==> src/assert_macros.svh <==
// assertion macros used by the rtl back end
`ifndef ASSERT_MACROS_SVH
`define ASSERT_MACROS_SVH

`ifndef SYNTHESIS
// same-cycle implication
`define WPGA_ASSERT_IMP(label, clk, rst_n, ante, cons) \
    label: assert property (@(posedge clk) disable iff (!rst_n) (ante) |-> (cons)) \
        else $error("wpga assertion failed");
// next-cycle implication
`define WPGA_ASSERT_NXT(label, clk, rst_n, ante, cons) \
    label: assert property (@(posedge clk) disable iff (!rst_n) (ante) |=> (cons)) \
        else $error("wpga assertion failed");
`else
`define WPGA_ASSERT_IMP(label, clk, rst_n, ante, cons)
`define WPGA_ASSERT_NXT(label, clk, rst_n, ante, cons)
`endif

`endif

==> src/wpga_pkg.sv <==
package wpga_pkg;

    localparam int FRAC_BITS_DEF = 16;
    localparam int ACC_WIDTH_DEF = 48;

    localparam int QUEUE_DEPTH = 2;

    // r * |d.e| is below 2^81
    localparam int DVD_W     = 81;
    localparam int DIV_STEPS = DVD_W;
    localparam int SAT_IN_W  = 66;

    typedef struct packed {
        logic               last;
        logic               zero;
        logic               dp_ovf;
        logic signed [31:0] dp;
        logic signed [31:0] dx;
        logic signed [31:0] dy;
        logic signed [31:0] dz;
        logic signed [17:0] ex;
        logic signed [17:0] ey;
        logic signed [17:0] ez;
        logic        [30:0] r;
        logic signed [31:0] dw;
        logic        [30:0] vol;
    } t_task;

    typedef struct packed {
        logic full;
        logic empty;
    } t_q_stat;

    typedef struct packed {
        logic               ovf;
        logic signed [31:0] val;
    } t_sat;

    localparam logic signed [SAT_IN_W-1:0] SAT_MAX = 66'sd2147483647;
    localparam logic signed [SAT_IN_W-1:0] SAT_MIN = -66'sd2147483648;

    function automatic t_sat sat32(input logic signed [SAT_IN_W-1:0] x);
        t_sat res;
        res.ovf = 1'b0;
        res.val = x[31:0];
        if (x > SAT_MAX) begin
            res.ovf = 1'b1;
            res.val = 32'sh7fff_ffff;
        end else if (x < SAT_MIN) begin
            res.ovf = 1'b1;
            res.val = 32'sh8000_0000;
        end
        return res;
    endfunction

endpackage

==> src/wpga_queue.sv <==
module wpga_queue (
    input  logic              i_clk,
    input  logic              i_rst_n,
    input  logic              i_push,
    input  wpga_pkg::t_task   i_task,
    input  logic              i_pop,
    output wpga_pkg::t_task   o_task,
    output wpga_pkg::t_q_stat o_q_stat
);

    localparam int PTR_W = (wpga_pkg::QUEUE_DEPTH > 1) ? $clog2(wpga_pkg::QUEUE_DEPTH) : 1;
    localparam int CNT_W = $clog2(wpga_pkg::QUEUE_DEPTH + 1);

    wpga_pkg::t_task r_mem [wpga_pkg::QUEUE_DEPTH];
    logic [PTR_W-1:0] r_wr_ptr;
    logic [PTR_W-1:0] r_rd_ptr;
    logic [CNT_W-1:0] r_count;

    assign o_task         = r_mem[r_rd_ptr];
    assign o_q_stat.full  = r_count == CNT_W'(wpga_pkg::QUEUE_DEPTH);
    assign o_q_stat.empty = r_count == '0;

    always_ff @(posedge i_clk) begin
        if (i_push) begin
            r_mem[r_wr_ptr] <= i_task;
        end
    end

    always_ff @(posedge i_clk) begin
        if (!i_rst_n) begin
            r_wr_ptr <= '0;
            r_rd_ptr <= '0;
            r_count  <= '0;
        end else begin
            if (i_push) begin
                r_wr_ptr <= (r_wr_ptr == PTR_W'(wpga_pkg::QUEUE_DEPTH - 1)) ? '0
                                                                             : r_wr_ptr + 1'b1;
            end
            if (i_pop) begin
                r_rd_ptr <= (r_rd_ptr == PTR_W'(wpga_pkg::QUEUE_DEPTH - 1)) ? '0
                                                                             : r_rd_ptr + 1'b1;
            end
            if (i_push && !i_pop) begin
                r_count <= r_count + 1'b1;
            end else if (i_pop && !i_push) begin
                r_count <= r_count - 1'b1;
            end
        end
    end

endmodule

==> config.mk <==
export PLATFORM = sky130hd
export DESIGN_NAME = wpga_queue
export DESIGN_NICKNAME = d
export VERILOG_FILES = /design/src/assert_macros.svh /design/src/wpga_pkg.sv /design/src/wpga_queue.sv
export SDC_FILE = /design/constraint.sdc
export NUM_CORES = 1
export LEC_CHECK = 0
export BUFFER_PORTS_ARGS = -buffer_cell sky130_fd_sc_hd__buf_4
export CORE_AREA = 2 2 218 220
export CTS_CLUSTER_SIZE = 12
export DETAILED_ROUTE_END_ITERATION = 12
export DIE_AREA = 0 0 220 222
export PLACE_DENSITY = 0.77
export SYNTH_ARGS = -nofsm -noshare
export SYNTH_HDL_FRONTEND = slang
export SYNTH_SLANG_ARGS = --single-unit
export TNS_END_PERCENT = 100
==> constraint.sdc <==
create_clock -name i_clk -period 32.3 [get_ports i_clk]
set_input_delay 4.845 -clock i_clk [delete_from_list [all_inputs] [get_ports i_clk]]
set_output_delay 4.845 -clock i_clk [all_outputs]
set_load 0.005 [all_outputs]
* After elaboration in Yosys (flattened, before gate mapping)
Memories as Yosys holds them, arrays and structs flattened. A register that Yosys moved wholly into a read port is not among the register bits.
Cells that the tools add are included.
** Operators by class
- Add/sub/neg operators :: 4
- Eq/ne operators :: 1
- Multiplexer cells :: 8
- Reductions and logical operators :: 6
** Operators by type and width (count)
- two-way mux 1 bit :: 6
- two-way mux 2 bit :: 2
- adder 1 bit (second input constant) :: 2
- adder 2 x 1 -> 2 bit (second input constant) :: 1
- == test 2 bit (second input constant) :: 1
- logical AND 1 bit :: 2
- logical NOT 1 bit :: 2
- logical NOT 2 bit :: 1
- nonzero test 2 bit :: 1
- subtractor 2 x 1 -> 2 bit (second input constant) :: 1
** Storage, ports and cells
- Flip-flop bits (word level) :: 4
- RAM bits :: 558
- Input port bits :: 283
- Output and inout bits :: 281
- Word-level logic and storage cells :: 23
- Memories :: 1
** Memories
- r_mem :: depth 2, width 279, read ports 1, clocked after memory_dff 1, wr ports 1, RTL line wpga_queue.sv:14 : wpga_pkg::t_task r_mem [wpga_pkg::QUEUE_DEPTH];

* Depth between registers and ports, before layout
- Word-level depth :: 4
- Gate-level depth with buffers :: 5
- Gate-level depth less buffers :: 5

* Worst setup path before layout
Ideal clock, no wire load.
- Path type :: input to register
- Start point :: input i_push
- End point :: register r_wr_ptr
- Library setup time :: 115 ps
- Arrival time :: 17780 ps
- Required time :: 32185 ps
- Setup slack :: 14405 ps
- Cell stages on the path :: 2
- Path buffers :: 0
- Cells stage by stage :: nor2b_1 o21a_1
** RTL lines
- from (decl) :: RTL line wpga_queue.sv:4 : input logic i_push,
- to (signal assigned) :: RTL line wpga_queue.sv:36 : r_wr_ptr <= (r_wr_ptr == PTR_W'(wpga_pkg::QUEUE_DEPTH - 1)) ? '0
- to (decl) :: RTL line wpga_queue.sv:15 : logic [PTR_W-1:0] r_wr_ptr;

==> flow_summary_export.csv <==
group,metric,value,unit
timing,fin_tns_setup,0,ns
critical_path,critPathKind,"reg2out",
place,pre_cts_ws,24.45,ns
timing,hold_viol_final,0,
die,die_width,220,um
critical_path,worst-path-max-fanout,127,
global_route,first_global_vias,11000,
die,coreArea,46300,sq um
synthesis,synth.distinct_cells,17,
final_layout,most_used_cells_in_the_layout_excluding_fill_and_tap_cells,"buf_4 (568), edfxtp_1 (558), mux2_4 (200)",
clocking,max-clock-path-buffers,3,
power,cellPowerDensity,60.1,nW/um^2
timing,slew-limit-headroom,0.261,
timing,rsz0062_at_grt,"false",
drt,avgViaCountPerCell,4.97,
critical_path,worst-r2r-setup-slack,29.34,ns
die,effective_utilization_at_floorplan,0.458,
drt,drt-initial-drc-count,575,
global_route,grt_overflow_total,0,
critical_path,cp_data_required_time,27.45,ns
critical_path,critical_path.reg2reg.startpoint,"r_wr_ptr",
outcome,outcome,"complete, no violations",
global_route,antenna_found_initial,1,
timing,setup_slack,24.03,ns
clocking,cts_resized,0,
drt,route.detailed.wl_per_inst,21.9,um
critical_path,cp_data_arrival_time,3.43,ns
drt,drc_errors,0,
synthesis,synthCells,890,
power,peakVddDrop,0.0585,mV
clocking,cts.sink_count,563,
clocking,clk_root_buffer_cell,"clkbuf_16",
clocking,tritoncts.num_buffers,57,
clocking,cts_hold_buf,0,
final_layout,flow.area_growth_from_synthesis,30.6,%
global_route,grt_util_all_layers,0.183,
timing,timing_max_transition_violations_final,0,
die,rows,79,
timing,finalWorstPathRequiredPeriod,8.27,ns
synthesis,synth.net_count,1174,
flow_run,drv_cap,0,
synthesis,avgSynthCellArea,23.8,sq um
synthesis,mapped_area,21200,sq um
place,detailed_place_hpwl,32500,um
clocking,htreeDepth,2,
timing,finalSetupViolCount,0,
drt,postRouteWirelength,46600,um
clocking,clock_tree_from_tritoncts,"built",
timing,fmaxAchievable,121,MHz
place,placedInstanceArea,26000,sq um
synthesis,post_synthesis_sequential_element_count,563,
timing,period_share,0.256,
power,p_leak,10.7,nW
drt,route.vias.total,10600,
timing,skew,0.0119,ns
critical_path,timing.critical_path.from_type,"register",
clocking,clk_pin_slew_worst_paths,0.06,ns
critical_path,cp-end-kind,"output pin",
place,io_buffers,563,
final_layout,layout-drive-gt1-share,0.606,
critical_path,r2r-end,"r_mem[0][94]",
drt,detail-route-antenna-nets,0,
hold_path,min_path_type,"reg2reg",
final_layout,final_design_area_no_fill,27700,sq um
critical_path,r2r_cells,3,
die,pin_count,564,
final_layout,fillers,3316,
synthesis,sequential_share_of_the_synthesized_area,0.796,
clocking,insertion_delay,0.58,ns
synthesis,yosys_warnings,0,
die,dieArea,48800,sq um
clocking,post-cts-setup-buffers,0,
final_layout,layout.nets,1773,
final_layout,mostFrequentLayoutCell,"buf_4",
global_route,grt_pass1_wl,66800,um
critical_path,crit_end,"o_task[14]",
global_route,grt_max_degree,145,
die,die_boundary_height,222,um
drt,first_pass_iters,5,
place,gpl.final_weighted_congestion,0.854,
timing,worst_slew_pin_slew,1.11,ns
==> power by group <==
part / leakage, nW / switching [mW] / internal (mW)
sequential: 5.28 / 0.0120 / 0.846
combinational: 4.61 / 0.0790 / 0.118
clock: 0.826 / 0.249 / 0.356
total: 10.7 / 0.340 / 1.32
==> state kept, by name, summed over array words and instances, names as in the netlist, named ones only <==
| register | flops |
|---|---|
| r_rd_ptr | 1 |
| r_wr_ptr | 1 |
| r_count | 2 |
| r_mem | 558 |
==> layout make-up <==
type | count | area (sq um) | share of cell area
Timing Repair Buffer | 571 | 4320 | 0.156
Antenna cell | 1 | 2.50 | 0.0000905
Clock buffer | 76 | 1520 | 0.0549
Tap cell | 607 | 759 | 0.0275
Inverter | 1 | 3.75 | 0.000136
Multi-Input combinational cell | 295 | 4020 | 0.145
Sequential cell | 563 | 16900 | 0.610
Clock inverter | 16 | 173 | 0.00624
==> per-layer routing <==
metal | wire, um | GRT usage | up-vias
li1 | - | - | 4746
met1 | 16800 | 0.212 | 5251
met2 | 23300 | 0.310 | 516
met3 | 5410 | 0.0760 | 69
met4 | 1090 | 0.0541 | 0
met5 | 0 | 0 | -
==> synth_stat cells (all sizes together) <==
cell | count | share of area
mux2 | 279 | 0.18
dfxtp | 5 | 0.0047
nor2 | 1 | 0.00018
ha | 1 | 0.00059
edfxtp | 558 | 0.79
o21a | 1 | 0.00035
inv | 1 | 0.00018
o21ai | 1 | 0.00024
or3 | 1 | 0.00030
xnor2 | 1 | 0.00041
buf | 31 | 0.015
nor2b | 3 | 0.00089
a21boi | 1 | 0.00035
xor2 | 2 | 0.00083
and2 | 4 | 0.0012
==> metrics by stage <==
stage | util | hold WS, ns | total power [mW] | instances
floorplan | - | 0.473 | 0.979 | 890
global route | 0.598 | 0.595 | 1.72 | 2130
detailed placement | 0.561 | 0.569 | 1.07 | 2037
CTS | 0.598 | 0.574 | 1.68 | 2129
global placement | 0.561 | 0.491 | 1.07 | 2037
finish | 0.598 | 0.565 | 1.66 | 2130
==> critical path, cell delays in order (launching register included) <==
cell and delay [ns]:
dfxtp_4 0.72, buf_12 0.57, buf_4 0.94, mux2_2 0.42, buf_4 0.13
==> cells by family after synthesis <==
kind of cell	share of synthesized area
muxes	0.184
xor gates and xnor gates	0.00124
DFF	0.796
and+or+nand+nor	0.00254
adders and majority gates	0.000591
AOI/OAI and AO/OA	0.000945
buffers and inverters	0.0149
==> how the worst min path moves through the flow <==
| stage | startpoint | end | slack (ns) | cells after the start |
|---|---|---|---|---|
| 6_report | r_count[1] | r_count[1] | 0.57 | 2 |
| 5_1_grt | r_count[1] | r_count[1] | 0.60 | 2 |
| 4_1_cts | r_count[1] | r_count[1] | 0.57 | 2 |
| 3_5_place_dp | r_count[1] | r_count[1] | 0.57 | 2 |
| 3_3_place_gp | r_count[1] | r_count[1] | 0.49 | 2 |
| 2_1_floorplan | r_count[1] | r_count[1] | 0.47 | 2 |
(Power assumes the default switching activity.)
