File: src/assert_macros.svh
// assertion macros used by the rtl back end
`ifndef ASSERT_MACROS_SVH
`define ASSERT_MACROS_SVH

`ifndef SYNTHESIS
// same-cycle implication
`define WPGA_ASSERT_IMP(label, clk, rst_n, ante, cons) \
    label: assert property (@(posedge clk) disable iff (!rst_n) (ante) |-> (cons)) \
        else $error("wpga assertion failed");
// next-cycle implication
`define WPGA_ASSERT_NXT(label, clk, rst_n, ante, cons) \
    label: assert property (@(posedge clk) disable iff (!rst_n) (ante) |=> (cons)) \
        else $error("wpga assertion failed");
`else
`define WPGA_ASSERT_IMP(label, clk, rst_n, ante, cons)
`define WPGA_ASSERT_NXT(label, clk, rst_n, ante, cons)
`endif

`endif

File: src/wpga_pkg.sv
package wpga_pkg;

    localparam int FRAC_BITS_DEF = 16;
    localparam int ACC_WIDTH_DEF = 48;

    localparam int QUEUE_DEPTH = 2;

    // r * |d.e| is below 2^81
    localparam int DVD_W     = 81;
    localparam int DIV_STEPS = DVD_W;
    localparam int SAT_IN_W  = 66;

    typedef struct packed {
        logic               last;
        logic               zero;
        logic               dp_ovf;
        logic signed [31:0] dp;
        logic signed [31:0] dx;
        logic signed [31:0] dy;
        logic signed [31:0] dz;
        logic signed [17:0] ex;
        logic signed [17:0] ey;
        logic signed [17:0] ez;
        logic        [30:0] r;
        logic signed [31:0] dw;
        logic        [30:0] vol;
    } t_task;

    typedef struct packed {
        logic full;
        logic empty;
    } t_q_stat;

    typedef struct packed {
        logic               ovf;
        logic signed [31:0] val;
    } t_sat;

    localparam logic signed [SAT_IN_W-1:0] SAT_MAX = 66'sd2147483647;
    localparam logic signed [SAT_IN_W-1:0] SAT_MIN = -66'sd2147483648;

    function automatic t_sat sat32(input logic signed [SAT_IN_W-1:0] x);
        t_sat res;
        res.ovf = 1'b0;
        res.val = x[31:0];
        if (x > SAT_MAX) begin
            res.ovf = 1'b1;
            res.val = 32'sh7fff_ffff;
        end else if (x < SAT_MIN) begin
            res.ovf = 1'b1;
            res.val = 32'sh8000_0000;
        end
        return res;
    endfunction

endpackage

File: src/wpga_if.sv
interface wpga_in_if;
    logic               valid;
    logic               ready;
    logic               last_neighbour;
    logic signed [31:0] own_pressure;
    logic signed [31:0] wall_dist_x;
    logic signed [31:0] wall_dist_y;
    logic signed [31:0] wall_dist_z;
    logic signed [31:0] neighbour_pressure;
    logic signed [17:0] unit_x;
    logic signed [17:0] unit_y;
    logic signed [17:0] unit_z;
    logic        [30:0] pair_distance;
    logic signed [31:0] kernel_slope;
    logic        [30:0] neighbour_volume;

    modport source(
        output valid, last_neighbour, own_pressure, wall_dist_x, wall_dist_y, wall_dist_z,
        output neighbour_pressure, unit_x, unit_y, unit_z, pair_distance, kernel_slope,
        output neighbour_volume,
        input  ready
    );
    modport sink(
        input  valid, last_neighbour, own_pressure, wall_dist_x, wall_dist_y, wall_dist_z,
        input  neighbour_pressure, unit_x, unit_y, unit_z, pair_distance, kernel_slope,
        input  neighbour_volume,
        output ready
    );
endinterface


File: src/wpga_front.sv
module wpga_front (
    wpga_in_if.sink          i_in,
    input  wpga_pkg::t_q_stat i_q_stat,
    output logic             o_push,
    output wpga_pkg::t_task  o_task
);

    wpga_pkg::t_sat dp_sat;

    // pressure difference and zero wall distance are settled here
    assign dp_sat = wpga_pkg::sat32(
        wpga_pkg::SAT_IN_W'(i_in.own_pressure) - wpga_pkg::SAT_IN_W'(i_in.neighbour_pressure));

    assign i_in.ready = !i_q_stat.full;
    assign o_push     = i_in.valid && !i_q_stat.full;

    always_comb begin
        o_task.last   = i_in.last_neighbour;
        o_task.zero   = (i_in.wall_dist_x | i_in.wall_dist_y | i_in.wall_dist_z) == 32'sd0;
        o_task.dp_ovf = dp_sat.ovf;
        o_task.dp     = dp_sat.val;
        o_task.dx     = i_in.wall_dist_x;
        o_task.dy     = i_in.wall_dist_y;
        o_task.dz     = i_in.wall_dist_z;
        o_task.ex     = i_in.unit_x;
        o_task.ey     = i_in.unit_y;
        o_task.ez     = i_in.unit_z;
        o_task.r      = i_in.pair_distance;
        o_task.dw     = i_in.kernel_slope;
        o_task.vol    = i_in.neighbour_volume;
    end

endmodule

File: src/flat_wrapper.sv
// flat-port wrapper written by rule: the top's interface ports become plain ports
module wpga_front_flat 
  (i_q_stat, o_push, o_task, i_in_valid, i_in_last_neighbour, i_in_own_pressure, i_in_wall_dist_x, i_in_wall_dist_y, i_in_wall_dist_z, i_in_neighbour_pressure, i_in_unit_x, i_in_unit_y, i_in_unit_z, i_in_pair_distance, i_in_kernel_slope, i_in_neighbour_volume, i_in_ready);
  wpga_in_if i_in_i ();
  input  wpga_pkg::t_q_stat i_q_stat;
  output logic o_push;
  output wpga_pkg::t_task o_task;
  input wire logic [$bits(i_in_i.valid)-1:0] i_in_valid;
  input wire logic [$bits(i_in_i.last_neighbour)-1:0] i_in_last_neighbour;
  input wire logic [$bits(i_in_i.own_pressure)-1:0] i_in_own_pressure;
  input wire logic [$bits(i_in_i.wall_dist_x)-1:0] i_in_wall_dist_x;
  input wire logic [$bits(i_in_i.wall_dist_y)-1:0] i_in_wall_dist_y;
  input wire logic [$bits(i_in_i.wall_dist_z)-1:0] i_in_wall_dist_z;
  input wire logic [$bits(i_in_i.neighbour_pressure)-1:0] i_in_neighbour_pressure;
  input wire logic [$bits(i_in_i.unit_x)-1:0] i_in_unit_x;
  input wire logic [$bits(i_in_i.unit_y)-1:0] i_in_unit_y;
  input wire logic [$bits(i_in_i.unit_z)-1:0] i_in_unit_z;
  input wire logic [$bits(i_in_i.pair_distance)-1:0] i_in_pair_distance;
  input wire logic [$bits(i_in_i.kernel_slope)-1:0] i_in_kernel_slope;
  input wire logic [$bits(i_in_i.neighbour_volume)-1:0] i_in_neighbour_volume;
  output wire logic [$bits(i_in_i.ready)-1:0] i_in_ready;
  assign i_in_i.valid = i_in_valid;
  assign i_in_i.last_neighbour = i_in_last_neighbour;
  assign i_in_i.own_pressure = i_in_own_pressure;
  assign i_in_i.wall_dist_x = i_in_wall_dist_x;
  assign i_in_i.wall_dist_y = i_in_wall_dist_y;
  assign i_in_i.wall_dist_z = i_in_wall_dist_z;
  assign i_in_i.neighbour_pressure = i_in_neighbour_pressure;
  assign i_in_i.unit_x = i_in_unit_x;
  assign i_in_i.unit_y = i_in_unit_y;
  assign i_in_i.unit_z = i_in_unit_z;
  assign i_in_i.pair_distance = i_in_pair_distance;
  assign i_in_i.kernel_slope = i_in_kernel_slope;
  assign i_in_i.neighbour_volume = i_in_neighbour_volume;
  assign i_in_ready = i_in_i.ready;
  wpga_front u_core (.i_in(i_in_i), .i_q_stat(i_q_stat), .o_push(o_push), .o_task(o_task));
endmodule
File: config.mk
export PLATFORM = sky130hd
export DESIGN_NAME = wpga_front_flat
export DESIGN_NICKNAME = d
export VERILOG_FILES = /design/src/assert_macros.svh /design/src/wpga_pkg.sv /design/src/wpga_if.sv /design/src/wpga_front.sv /design/src/flat_wrapper.sv
export SDC_FILE = /design/constraint.sdc
export NUM_CORES = 1
export LEC_CHECK = 0
export ABC_AREA = 1
export BUFFER_PORTS_ARGS = -buffer_cell sky130_fd_sc_hd__buf_2
export CORE_AREA = 4 4 228 230
export DETAILED_ROUTE_END_ITERATION = 6
export DIE_AREA = 0 0 232 234
export PLACE_DENSITY = 0.39
export SLEW_MARGIN = 10
export SYNTH_ARGS = -nofsm -noshare
export SYNTH_HDL_FRONTEND = slang
export SYNTH_SLANG_ARGS = --single-unit
File: constraint.sdc
create_clock -name vclk -period 3.23
set_input_delay 0.646 -clock vclk [all_inputs]
set_output_delay 0.646 -clock vclk [all_outputs]
set_load 0.02 [all_outputs]
# After elaboration in Yosys (flattened, before gate mapping)
# Cells that the tools add are included.
dict set report word_totals {
  register_bits 0
  in_bits 312
  wordCells 10
  output_inout_bits 281
}
dict set report op_classes {
  n_lt_le_gt_ge 2
  bitwise 2
  reduce_logical 3
  add_sub_neg 1
  n_mux 2
}
# cell n
set ops {}
lappend ops {{$gt A66 B32 Y1 const B} 1}
lappend ops {{$lt A66 B32 Y1 const B} 1}
lappend ops {{$mux W33} 2}
lappend ops {{$or A32 B32 Y32} 2}
lappend ops {{$sub A32 B32 Y33} 1}
lappend ops {{$logic_not A32 Y1} 1}
lappend ops {{$logic_and A1 B1 Y1} 1}
lappend ops {{$logic_not A1 Y1} 1}

# Logic depth before layout (Yosys ltp)
dict set report logic_depth {
  word_depth 4
  mapped_depth 18
  ltp_nobuf 17
}

# Worst setup path before layout
# No wires, ideal clock.
dict set report synth_path {
  kind {in2out}
  from {in i_in_own_pressure[0]}
  to {out o_task[250] (netlist name)}
  cell_stages 18
  path_buffers 1
  required_time_ns 2.584
  path_slack_ns 0.120
  arrival_ns 2.464
  cell_sequence {inv_1 ha_1 fa_1 inv_1 nand2_1 nand2_1 nand3_1 nand2_2 nand2_1 nand2_2 nand2_2 nand2_1 nand2_2 nand2_2 nand2_4 buf_6 nand2_1 nand2_1}
}
# element line
set synth_rtl {}
lappend synth_rtl {{start: declaration} flat_wrapper.sv:10} ;# input wire logic [$bits(i_in_i.own_pressure)-1:0] i_in_own_pressure;
lappend synth_rtl {{end: declaration} flat_wrapper.sv:7} ;# output wpga_pkg::t_task o_task;

==> flow_metrics.py <==
metrics = {
    "timing": {
        "fmax_mhz": 305,
        "setup_ws_ns": -0.0459,
        "drv_slew": 0,
        "rsz0062_at_grt": "yes",
        "finalCritPeriodShare_pct": 101,
        "relSlewSlack_pct": 73.8,
        "worst_pin_slew_ns": 0.390,
        "hold_violations": 0,
        "holdWs_ns": 1.29,
        "finalSetupViolations": 28,
        "min_period_ns": 3.28,
    },
    "critical_path": {
        "critPathMaxStageDelay_ns": 0.38,
        "critPathBufInv": 5,
        "critPathRequiredTime_ns": 2.58,
        "crit_chain": "buf_6, inv_4, ha_4, fa_2, inv_2, nand2_2, nand2_2, nand3_2, nand2_4, nand2_4, nand2_4, nand2_4, nand2_4, nand2_4, nand2_4, nand2_8, clkbuf_16, nand2_1, nand2_1, buf_6",
        "crit_cells": 20,
        "crit_path_max_fanout": 6,
        "slowest_stage": "fa_2",
        "arrival_ns": 2.63,
        "endpoint_kind": "primary output",
        "path_class": "primary input to primary output",
        "cp_top_family": "simple AND/OR/NAND/NOR gates",
        "cp_common_cell": "nand2_4",
        "start_kind": "primary input",
    },
    "finish": {
        "layout.nets": 1395,
        "drive_above_1_share_pct": 55.9,
        "area_growth_pct": 51.4,
        "nFillCells": 5898,
        "seq_cell_count": 0,
        "final-seq-area_um2": 0,
        "multiInputGateArea_um2": 3270,
        "nClkBuffers": 0,
    },
    "power": {
        "power.leakage_nw": 4.01,
        "p_comb_share_pct": 100.0,
        "internal_power_w": 0.000867,
        "seqPwrFrac_pct": 0,
        "p_switching_w": 0.00108,
        "pwr_density_cell_nw_per_um2": 263,
        "irDropWorstVdd_mv": 0.161,
        "clockPowerShare_pct": 0,
        "swShare_pct": 55.4,
    },
    "yosys": {
        "syn_area_per_cell_um2": 5.62,
        "syn-num-nets": 1214,
        "syn_inst": 868,
        "synth_area_um2": 4880,
        "yosys_warnings": 0,
        "ys_types": 28,
        "synth_seq_area_share_pct": 0,
    },
    "placed_design": {
        "dp_hpwl_um": 27300,
        "dp_slack_ns": -0.377,
        "globalplace.congestion": 0.828,
        "io_buffers": 294,
    },
    "die": {
        "rows": 82,
        "die_w_um": 232,
        "design.core.area_um2": 49900,
        "initial_core_util_pct": 9.78,
        "pin_count": 593,
        "die_area_um2": 54300,
        "die_h_um": 234,
    },
    "flow_run": {
        "cap_violations": 0,
    },
    "worst_hold_path": {
        "hold_class": "primary input to primary output",
        "hold_end": "o_task[127]",
        "holdCritStartpoint": "i_in_unit_y[15]",
        "whs_path_depth": 0,
    },
    "global_route": {
        "grt_usage_pct": 9.96,
        "gr-total-overflow": 0,
        "grt_start_max_net_pins": 14,
        "antenna_found_initial": 5,
        "grt_pass1_wl_um": 39200,
        "grt_pass1_vias": 5797,
    },
    "drt": {
        "drtPass1Iterations": 4,
        "vias": 5657,
        "drcViolationCount": 0,
        "first_iter_violations": 148,
        "ant_nets": 0,
        "wl_per_cell_um": 17.5,
        "wirelength_um": 30100,
        "vias_per_cell": 3.29,
    },
    "run_status": {
        "violations": "setup timing",
        "outcome": "complete, but fails checks",
    },
    "clock_tree": {
        "postCtsHoldBufs": 0,
    },
}
## worst max path at each step
stage	startpoint	end	slack [ns]
floorplan	i_in_own_pressure[0]	o_task[250]	0.12
global placement	i_in_neighbour_pressure[0]	o_task[252]	-0.35
detailed placement	i_in_neighbour_pressure[0]	o_task[250]	-0.38
CTS	i_in_neighbour_pressure[5]	o_task[274]	-0.1
global route	i_in_neighbour_pressure[5]	o_task[253]	-0.15
finish	i_in_own_pressure[0]	o_task[268]	-0.05
## cells in the final DEF, fill, tap and decap left out, drive strengths merged
master and instances:
diode 3, nand4 13, buf 429, nor3 7, nand3 20, or2 1, nor2 53, o21bai 8
nand3b 3, inv 130, a21o 1, nand2 272, xnor2 2, o21ai 5, ha 33, nor4 25
xor2 14, a21oi 28, clkbuf 2, fa 1
## layer usage
metal  global-route usage, %  wire length (µm)
met2                    21.7             17200
met5                   0.893               114
met4                    2.26               739
met3                    2.43              2370
met1                    8.92              9720
## layout make-up
type	instances	area share [%]
multi-input combinational	486	44.4
antenna	3	0.102
inverter	130	6.68
tap	672	11.4
timing repair buffer	431	37.5
## power by group through the flow
stage / Clock [W] / Combinational, W / Sequential, W
floorplan: 0 / 0.00110 / 0
global placement: 0 / 0.00154 / 0
detailed placement: 0 / 0.00154 / 0
CTS: 0 / 0.00166 / 0
global route: 0.0000000000830 / 0.00212 / 0
finish: 0.000000000125 / 0.00194 / 0
## synthesized netlist by cell type (all sizes together)
| library cell | number | area, µm² |
|---|---|---|
| o21ai | 5 | 25.0 |
| ha | 33 | 413 |
| nand4 | 13 | 87.6 |
| xor2 | 14 | 123 |
| o21bai | 8 | 60.1 |
| xnor2 | 2 | 17.5 |
| nor3 | 7 | 40.0 |
| nor2 | 53 | 201 |
| nor4 | 25 | 156 |
| buf | 252 | 1900 |
| a21o | 1 | 7.51 |
| inv | 130 | 488 |
| nand3b | 3 | 22.5 |
| a21oi | 28 | 151 |
| or2 | 1 | 6.26 |
| nand3 | 20 | 105 |
| nand2 | 272 | 1050 |
| fa | 1 | 20.0 |
## per-stage QoR
| step | setup TNS [ns] | std cells | area, µm² | total power [W] | util (%) |
|---|---|---|---|---|---|
| after floorplan | 0 | 868 | 4880 | 0.00110 | - |
| after global placement | -9.90 | 1708 | 6270 | 0.00154 | 12.6 |
| after detailed placement | -10.48 | 1708 | 6270 | 0.00154 | 12.6 |
| after CTS | -2.47 | 1711 | 6540 | 0.00166 | 13.1 |
| after global routing | -3.91 | 1721 | 7380 | 0.00212 | 14.8 |
| final | -0.551 | 1722 | 7380 | 0.00194 | 14.8 |
## what timing repair did
action                                  in CTS  in global routing
buffers inserted                             3                  6
endpoints found under the setup margin      33                 33
pin swaps                                    7                 13
gates cloned                                 0                  3
resized for setup                           68                180
## cells by family after synthesis
family / synth area share [%]
and+or+nand+nor: 34.3
xor gates and xnor gates: 2.87
adders and majority gates: 8.88
AOI/OAI and AO/OA: 5.00
buffers and inverters: 49.0
(Power assumes the default switching activity.)
